## config.mk

```make
export PLATFORM = sky130hd
export DESIGN_NAME = dysc_front
export DESIGN_NICKNAME = d
export VERILOG_FILES = /design/src/hw/rtl/dysc_pkg.sv /design/src/hw/rtl/dysc_front.sv
export VERILOG_INCLUDE_DIRS = /design/src /design/src/hw/rtl
export SDC_FILE = /design/constraint.sdc
export NUM_CORES = 1
export LEC_CHECK = 0
export BUFFER_PORTS_ARGS = -buffer_cell sky130_fd_sc_hd__buf_4
export CORE_ASPECT_RATIO = 1.4
export CORE_MARGIN = 2
export CORE_UTILIZATION = 45
export DETAILED_ROUTE_END_ITERATION = 8
export PLACE_DENSITY = 0.72
export SLEW_MARGIN = 10
export SYNTH_ARGS = -nofsm -noshare
export SYNTH_HDL_FRONTEND = slang
export SYNTH_SLANG_ARGS = --single-unit
export TNS_END_PERCENT = 30
```

## constraint.sdc

```tcl
create_clock -name clk -period 5.1 [get_ports clk]
set_input_delay 0.255 -clock clk [delete_from_list [all_inputs] [get_ports clk]]
set_output_delay 0.255 -clock clk [all_outputs]
set_load 0.02 [all_outputs]
```

## src/hw/rtl/dual_yaw_split_controller_unit_defines.svh

```systemverilog
// Assertion macros shared by the dual yaw split controller RTL.
// No dependencies; included by the modules that carry assertions.
`ifndef DUAL_YAW_SPLIT_CONTROLLER_UNIT_DEFINES_SVH
`define DUAL_YAW_SPLIT_CONTROLLER_UNIT_DEFINES_SVH

// Same-cycle implication, sampled on clk, masked during rst
`define DYSC_ASSERT_IMP(lbl, ante, cons, msg) \
  lbl: assert property (@(posedge clk) disable iff (rst) (ante) |-> (cons)) else $error(msg);

// Next-cycle implication, sampled on clk, masked during rst
`define DYSC_ASSERT_NEXT(lbl, ante, cons, msg) \
  lbl: assert property (@(posedge clk) disable iff (rst) (ante) |=> (cons)) else $error(msg);

`endif

```

## src/hw/rtl/dysc_pkg.sv

```systemverilog
// Shared types and constants for the dual yaw split controller.
// No dependencies; imported by every module of the block.
package dysc_pkg;

  // Fixed-point format and angle constants (2pi and pi rounded to FRAC_BITS)
  localparam int     FRAC_BITS  = 16;
  localparam longint TWO_PI_Q32 = 64'sd26986075409;
  localparam longint PI_Q32     = 64'sd13493037705;
  localparam longint TWO_PI_Q   =
    (TWO_PI_Q32 + (longint'(1) << (31 - FRAC_BITS))) >> (32 - FRAC_BITS);
  localparam longint PI_Q       =
    (PI_Q32 + (longint'(1) << (31 - FRAC_BITS))) >> (32 - FRAC_BITS);

  // Modulo unit widths: signed input, biased unsigned value, quotient estimate
  localparam int     MOD_W    = $clog2(TWO_PI_Q);
  localparam int     ANG_W    = MOD_W + 1;
  localparam int     R_W      = MOD_W + 1;
  localparam int     X_W      = 34;
  localparam int     V_W      = X_W + 1;
  localparam longint MOD_BIAS =
    ((longint'(1) << (X_W - 1)) + TWO_PI_Q - 1) / TWO_PI_Q * TWO_PI_Q;
  localparam longint RECIP    = (longint'(1) << V_W) / TWO_PI_Q;
  localparam int     Q_W      = $clog2(RECIP + 1);

  // Command queue between front and back
  localparam int QDEPTH = 4;
  localparam int QA_W   = $clog2(QDEPTH);
  localparam int QC_W   = $clog2(QDEPTH + 1);

  // Register map
  localparam int        IDX_W     = 4;
  localparam int        CFG_W     = 31;
  localparam logic [IDX_W-1:0] REG_UOFF = 4'd0;
  localparam logic [IDX_W-1:0] REG_LOFF = 4'd1;
  localparam logic [IDX_W-1:0] REG_HDB  = 4'd2;
  localparam logic [IDX_W-1:0] REG_LDB  = 4'd3;
  localparam logic [IDX_W-1:0] REG_RSM  = 4'd4;
  localparam logic [IDX_W-1:0] REG_UTM  = 4'd5;
  localparam logic [IDX_W-1:0] REG_LTM  = 4'd6;
  localparam logic [IDX_W-1:0] REG_MODE = 4'd7;
  localparam logic [17:0] UTM_RST = 18'd102944;
  localparam logic [30:0] LTM_RST = 31'h7FFF_FFFF;

  // Mode flag bits
  localparam int FLAG_UINV  = 0;
  localparam int FLAG_LINV  = 1;
  localparam int FLAG_UCONT = 2;
  localparam int FLAG_LCONT = 3;
  localparam int FLAG_CINV  = 4;

  typedef enum logic [1:0] {
    KIND_ENC = 2'd0,
    KIND_IMU = 2'd1,
    KIND_ABS = 2'd2,
    KIND_REL = 2'd3
  } kind_t;

  // Classified command as held in the queue
  typedef struct packed {
    kind_t              kind;
    logic signed [31:0] uenc;
    logic signed [31:0] lenc;
    logic signed [32:0] aux;   // imu heading, or signed heading argument
  } item_t;

  typedef struct packed {
    logic [18:0] uoff;
    logic [18:0] loff;
    logic [17:0] hdb;
    logic [17:0] ldb;
    logic [17:0] rsm;
    logic [17:0] utm;
    logic [30:0] ltm;
    logic [4:0]  flags;
  } cfg_t;

endpackage

```

## src/hw/rtl/dysc_front.sv

```systemverilog
// Front end: accepts command beats, classifies them and queues them.
// Depends on dysc_pkg and the assertion macro header.
`include "dual_yaw_split_controller_unit_defines.svh"
module dysc_front import dysc_pkg::*; (
  input  logic               clk,
  input  logic               rst,
  input  logic               in_valid,
  output logic               in_ready,
  input  logic [1:0]         command,
  input  logic signed [31:0] upper_enc_pos,
  input  logic signed [31:0] lower_enc_pos,
  input  logic signed [31:0] imu_heading,
  input  logic signed [31:0] heading_arg,
  input  logic               cmd_inv,
  output logic               q_valid,
  output item_t              q_item,
  input  logic               q_pop
);

  item_t            mem [QDEPTH];
  item_t            cls;
  logic [QA_W-1:0]  wr_ptr;
  logic [QA_W-1:0]  rd_ptr;
  logic [QC_W-1:0]  count;
  logic             push;

  // classify: set commands carry the (optionally negated) argument
  always_comb begin
    cls.kind = kind_t'(command);
    cls.uenc = upper_enc_pos;
    cls.lenc = lower_enc_pos;
    if (cls.kind inside {KIND_ABS, KIND_REL}) begin
      cls.aux = cmd_inv ? -33'(heading_arg) : 33'(heading_arg);
    end else begin
      cls.aux = 33'(imu_heading);
    end
  end

  assign in_ready = (count != QC_W'(QDEPTH));
  assign push     = in_valid && in_ready;
  assign q_valid  = (count != '0);
  assign q_item   = mem[rd_ptr];

  // queue pointers and fill
  always_ff @(posedge clk) begin
    if (rst) begin
      wr_ptr <= '0;
      rd_ptr <= '0;
      count  <= '0;
    end else begin
      if (push) wr_ptr <= wr_ptr + 1'b1;
      if (q_pop) rd_ptr <= rd_ptr + 1'b1;
      case ({push, q_pop})
        2'b10:   count <= count + 1'b1;
        2'b01:   count <= count - 1'b1;
        default: count <= count;
      endcase
    end
  end

  always_ff @(posedge clk) begin
    if (push) mem[wr_ptr] <= cls;
  end

  `DYSC_ASSERT_IMP(a_pop_nonempty, q_pop, count != '0, "queue popped while empty")
  `DYSC_ASSERT_IMP(a_fill_bound, 1'b1, count <= QC_W'(QDEPTH), "queue fill beyond depth")

endmodule

```

Word level (Yosys, flattened, before mapping) --
Memories as Yosys holds them, arrays and structs flattened. A register that Yosys moved wholly into a read port is not among the register bits. Cells that the tools add are included.
Storage, ports and cells: RAM bits 396, output and inout port bits 101, memories kept 1, bits of input ports 135, word-level logic and storage cells 25, register bits after elaboration 7
Operators by class: equal/unequal tests 5, reduce and logical (&&, ||, !) cells 4, add/sub/neg operators 5, multiplexer cells 7
Memories:
- mem | depth 4, bits a word 99, read ports 1, clocked after memory_dff 1, wr ports 1, RTL line dysc_front.sv:20 | item_t mem [QDEPTH];
Operators by type and width (number):
- 33-bit two-way mux | 2
- 32-bit negation with 33-bit output | 1
- 2-bit equality test (second input constant) | 3
- 3-bit case mux with 2 select lines | 1
- 2-bit by 1-bit adder with 2-bit output (second input constant) | 2
- 2-bit two-way mux | 2
- 2-bit nonzero test | 2
- 3-bit by 1-bit adder with 3-bit output (second input constant) | 1
- 3-bit != test (second input constant) | 1
- 3-bit nonzero test | 1
- 3-bit by 1-bit subtractor with 3-bit output (second input constant) | 1
- 2-bit by 1-bit equality test with 1-bit output (second input constant) | 1
- 1-bit two-way mux | 2
- 1-bit logical AND | 1

Depth between registers and ports, before layout --
Gate-level depths: netlist (run 1).
word-level depth 4, gate-level depth with buffers 9, mapped depth without buffers 9

Least setup slack after synthesis (run 1) --
OpenSTA, ideal clock, no wires.
path kind register to register, start register count[0], end memory mem[0][0] (netlist bit), enable pin, setup slack 1.612 ns, data required time 4.630 ns, path buffers 0, data arrival time 3.018 ns, cell stages (with the launch flop) 3, period minus slack after synthesis 3.488 ns, cells stage by stage dfxtp_1 or3b_1 and3_1
On the way: longest elaborated chain between the ends 4
Ends and longest elaborated chain:
- from (decl) | RTL line dysc_front.sv:24 | logic [QC_W-1:0] count;
- from (signal assigned) | RTL line dysc_front.sv:54 | 2'b10: count <= count + 1'b1;
- from (signal assigned) | RTL line dysc_front.sv:55 | 2'b01: count <= count - 1'b1;
- from (signal assigned) | RTL line dysc_front.sv:56 | default: count <= count;
- 3-bit != test | RTL line dysc_front.sv:39 | assign in_ready = (count != QC_W'(QDEPTH));
- named net in_ready | RTL line dysc_front.sv:8 | output logic in_ready,
- 1-bit logical AND | RTL line dysc_front.sv:40 | assign push = in_valid && in_ready;
- 1-bit two-way mux | RTL line dysc_front.sv:62 | if (push) mem[wr_ptr] <= cls;
- 1-bit two-way mux (not written as such) | RTL line dysc_front.sv:62
- to (decl) | RTL line dysc_front.sv:20
The timed path passes the listed nets, and every way through them passes these cells.

==> flow_metrics.tcl, run 1 <==
set metrics [dict create \
    vias 8686 \
    first_pass_iters 5 \
    tns_ns 0 \
    leakage_nw 6.88 \
    setup_viol 0 \
    antenna_cells 0 \
    worst_pin_slew_ns 1.06 \
    peakVddDrop_mv 0.272 \
    crit_type "reg2out" \
    hold_class "in2reg" \
    initial_core_util_pct 45.8 \
    cts_root_buf "clkbuf_16" \
    portBuffers 235 \
    grt-ovfl-total 0 \
    r2r_slack_ns 2.70 \
    die_w_um 164 \
    yosys_warnings 0 \
    most-common-layout-cells "edfxtp_1, buf_4, mux4_2" \
    drv_slew 0 \
    crit_path_start_kind "flop" \
    wl_um 32800 \
    grt_max_degree 61 \
    std_cell_rows 81 \
    cp_num_buf_inv 2 \
    grt_pass1_wl_um 50200 \
    cts_sinks 405 \
    grt_pass1_vias 9191 \
    layout_commonest_cell "edfxtp_1" \
    ys_seq_area_share_pct 75.2 \
    max-clock-path-buffers 3 \
    reg2regPathDepth 9 \
    synth-async-reset-ratio_pct 0 \
    status "completed" \
    synth_edf_count 396 \
    clock_latency_ns 0.51 \
    wire_per_inst_um 20.6 \
    synth_ff_type "edfxtp_1" \
    timing.rr.start "count[0]" \
    hold_viol_final 0 \
    syn_area_per_cell_sq_um 20.0 \
    cpMostUsedCell "buf_4" \
    syn_area_sq_mm 0.0161 \
    worstPathCellList "buf_4 > mux4_2 > buf_4" \
    post-dp-hpwl_um 20800 \
    max_freq_mhz 356 \
    grt_usage_pct 17.8 \
    power_mw 7.98 \
    min_from "q_pop" \
    ys_types 53 \
    final_nets 1249 \
    drive_above_1_share_pct 36.4 \
    min_period_ns 2.81 \
    cts_max_level 2 \
    fin_util_pct 57.7 \
    drc 0 \
    post-cts-setup-buffers 0 \
    viasPerCell 5.46 \
    hold_depth 3 \
    area_delta_synth_final_pct 26.1 \
    critPathTopFamily "buffers and inverters" \
    die_y_um 228 \
    synth_fp_nets 945 \
    timing.final.crit_share_pct 55.0 \
    clk_transition_reported_paths_ns 0.06 \
    timing.critical_path.arrival_ns 2.55 \
    cap_violations 0 \
    worstPathMaxFanout 27 \
    cp_slowest_cell "dfxtp_4" \
    antenna_found_initial 0 \
    cellPowerDensity_mw_per_mm2 394 \
    skew_ns 0.00504 \
    crit_path_end_kind "primary output" \
    ys_ff_latch 405 \
    rsz0062_at_grt "false" \
    required_ns 4.85 \
    coreArea_sq_mm 0.0351 \
    gp_congestion 0.873 \
    ios 236 \
    drt.antenna.violating_nets 0 \
    cts_buffers 39 \
    worst_slew_margin_rel_pct 29.0 \
    first_iter_violations 533 \
    dieArea_sq_mm 0.0372 \
    slowest_delay_ns 0.67 \
    r2r_end "count[2]" \
    cts_tree "yes" \
    synth_cells 803 \
]
[timing repair]
item	CTS	global route
hold buffers	66	0
gates resized for setup	0	0
endpoints found under the hold margin	269	0
[worst max-delay path by stage]
stage	endpoint	slack [ns]	cells after the start
after floorplan	mem[0][0]	1.61	2
after detailed placement	mem[3][31]	2.40	5
final	q_item[92]	2.29	3
after global placement	mem[2][18]	2.44	5
after CTS	q_item[92]	2.19	3
after global routing	q_item[47]	2.08	3
[state kept, by name, indices dropped and copies added (netlist names), named ones only]
name	count
count	3
mem	396
rd_ptr	2
wr_ptr	2
[routing by layer]
metal,vias up,global-route usage [%],routed length [um]
li1,3953,-,-
met1,4413,20.6,12300
met5,-,0,0
met4,0,5.52,796
met2,266,32.9,17800
met3,54,3.66,1900
[logic make-up after synthesis]
family / share of synthesized area, %
AND/OR/NAND/NOR: 4.64
adder cells (fa/ha/maj): 0.592
AO/OA/AOI/OAI: 3.19
XOR/XNOR: 0.927
buffers and inverters: 1.44
flip-flops: 75.2
multiplexers: 14.0
[tightest hold or removal path, cell delays in order]
cell and delay (ns):
buf_4 0.10, xnor2_1 0.08, nor2_1 0.08
[area by class of cell]
class                      count  area (sq um)
tap                          456           571
clock inverter                19           154
multi-input combinational    338          3770
inverter                      14          52.6
sequential                   405         12100
clock buffer                  51          1060
fill                        2697         14800
timing repair buffer         309          2550
[cell usage after synthesis (6+ instances only)]
library cell	instances	area [sq um]
clkbuf_1	29	109
xor2_1	12	105
or3_1	15	93.8
buf_1	12	45.0
inv_1	14	52.6
mux4_2	99	2230
or4_1	12	90.1
nor3_1	7	35.0
nand2_1	19	71.3
a21oi_1	31	155
o21ai_0	6	30.0
and3_1	8	50.1
nand3_1	11	55.1
nor2_1	37	139
ha_1	6	75.1
edfxtp_1	396	11900
o41ai_1	6	52.6
dfxtp_1	9	180
[report_power, final]
part	switching, mW	total [mW]	internal, mW
logic	0.683	1.25	0.568
clock network	1.14	2.72	1.58
registers	0.0704	4.01	3.94
[per-stage QoR]
stage / cell area [sq um] / hold slack [ns] / worst slack, ns / instances
floorplan: 16100 / 0.354 / 1.61 / 803
global placement: 18400 / 0.455 / 2.44 / 1456
detailed placement: 18400 / 0.458 / 2.40 / 1456
CTS: 20200 / 0.0148 / 2.19 / 1592
global route: 20200 / 0.0482 / 2.08 / 1592
finish: 20200 / 0.0359 / 2.29 / 1592
Note: power is estimated with default switching activity, not from simulation.
==> run 2, diff against run 1 <==
==> constraint.sdc (replaced) <==
create_clock -name clk -period 2.7 [get_ports clk]
set_input_delay 0.135 -clock clk [delete_from_list [all_inputs] [get_ports clk]]
set_output_delay 0.135 -clock clk [all_outputs]
set_load 0.02 [all_outputs]
==> run 2 against run 1 <==
Against the previous run: clock skew rose by 0.023 ns; critical endpoint is now count[2]; clock power rose by 93%; sequential cell count did not move; sequential share of layout area fell by 0.60 points; sequential power rose by 89%; total power rose by 91%; highest routed layer unchanged; global-route usage rose by 0.61 points; largest cell class unchanged; wire length rose by 4.1%; register-to-register slack got worse by 2.4 ns; via count rose by 2.7%; largest power group unchanged.
==> flow_metrics.tcl, run 2 (same netlist as run 1, synthesis figures left out) <==
set metrics [dict create \
    status "completed" \
    peakVddDrop_mv 0.498 \
    portBuffers 235 \
    clk_transition_reported_paths_ns 0.06 \
    cts_resized 0 \
    hold_viol_final 0 \
    skew_ns 0.0285 \
    power_mw 15.2 \
    timing.critical_path.arrival_ns 2.90 \
    cts_buffers 38 \
    grt_usage_pct 18.4 \
    hold_depth 3 \
    std_cell_rows 81 \
    dieArea_sq_mm 0.0372 \
    tns_ns 0 \
    hold_ws_ns 0.0376 \
    initial_core_util_pct 45.8 \
    hold_path_end "mem[2][8]" \
    wire_per_inst_um 21.2 \
    clock_latency_ns 0.54 \
    drc 0 \
    ios 236 \
    top_register "mem" \
    place_area_sq_mm 0.0184 \
    min_from "imu_heading[8]" \
    grt_max_degree 78 \
    cts_root_buf "clkbuf_16" \
    crit_type "reg2reg" \
    die_y_um 228 \
    die_w_um 164 \
    largest_reg_flops 396 \
    vias 8918 \
    crit_path_start_kind "flop" \
    fillers 2613 \
    most-common-layout-cells "edfxtp_1, buf_4, mux4_2" \
    timing.rr.start "count[0]" \
    cts_tree "yes" \
    wl_um 34100 \
    hold_class "in2reg" \
    post-dp-hpwl_um 21300 \
    worstPathCellList "or3b_1 > and2_1 > inv_1 > ha_1 > inv_1 > fa_1 > xor2_1 > or3_1 > a21oi_1" \
    r2r_slack_ns 0.28 \
    setup_viol 0 \
    cp_slowest_cell "or3b_1" \
    viasPerCell 5.55 \
    first_pass_iters 5 \
    rsz0062_at_grt "false" \
    cpMostUsedCell "inv_1" \
    timing.final.crit_share_pct 89.8 \
    cts_max_level 2 \
    worst_slew_margin_rel_pct 42.2 \
    leakage_nw 6.97 \
    place_inst 1462 \
    r2r_end "count[2]" \
    grt_pass1_vias 9385 \
    reg2regPathDepth 9 \
    drive_above_1_share_pct 36.4 \
    coreArea_sq_mm 0.0351 \
    cp_num_buf_inv 2 \
    critPathTopFamily "simple AND/OR/NAND/NOR gates" \
    max_freq_mhz 412 \
    cap_violations 0 \
    final_nets 1265 \
    first_iter_violations 700 \
    worstPathMaxFanout 6 \
    cts_sinks 405 \
    antenna_found_initial 1 \
    layout_commonest_cell "edfxtp_1" \
    max-clock-path-buffers 3 \
    min_period_ns 2.42 \
    final_area_sq_mm 0.0204 \
    drt.antenna.violating_nets 0 \
    gp_congestion 0.847 \
    drv_slew 0 \
    worst_pin_slew_ns 0.868 \
    cellPowerDensity_mw_per_mm2 746 \
    required_ns 3.17 \
    fin_cells 1607 \
    crit_path_end_kind "flop" \
    grt_pass1_wl_um 51800 \
    slowest_delay_ns 0.47 \
    top_regs "mem: 396 flops, count: 3 flops" \
    area_delta_synth_final_pct 27.3 \
    grt-ovfl-total 0 \
]
run 2: metrics by stage:
step | setup slack (ns) | util (%)
6_report | 0.275 | 58.3
5_1_grt | 0.0937 | 58.3
4_1_cts | 0.236 | 58.3
3_5_place_dp | 0.224 | 52.6
3_3_place_gp | 0.298 | 52.6
2_1_floorplan | -0.787 | -
run 2: worst max path at each step:
stage	to	slack [ns]	from	cells past startpoint
floorplan	mem[2][0]	-0.79	count[0]	2
global placement	mem[0][23]	0.30	heading_arg[19]	5
detailed placement	mem[2][23]	0.22	heading_arg[19]	5
CTS	q_item[18]	0.24	flop	3
global route	count[2]	0.09	count[0]	9
finish	count[2]	0.28	count[0]	9
run 2: power breakdown:
group	switching [mW]	internal, mW	leakage [nW]	total (mW)
clock network	2.17	3.08	0.598	5.25
registers	0.124	7.44	3.71	7.56
logic	1.34	1.10	2.66	2.44
total	3.63	11.6	6.97	15.2
run 2: layout make-up:
type	count	area, sq um	area share, %
antenna	1	2.50	0.0122
clock buffer	45	977	4.78
clock inverter	22	251	1.23
inverter	14	52.6	0.257
multi-input combinational	338	3770	18.5
sequential	405	12100	59.1
tap	456	571	2.79
timing repair buffer	326	2740	13.4
run 2: tightest hold or removal path, stage by stage:
cell and delay [ns]:
buf_4 0.11, nor2_1 0.08, a21oi_1 0.08
run 2: metal layers:
layer  up-vias  wire [um]  GRT usage, %
li1       3976          -             -
met1      4552      13100          22.3
met2       315      17900          32.5
met3        75       1920          3.43
met4         0       1160          7.19
met5         -          0             0
run 2: repair_timing:
action / CTS / global route
hold endpoints to repair: 301 / 0
setup buffers: 0 / 0
hold buffers: 77 / 0
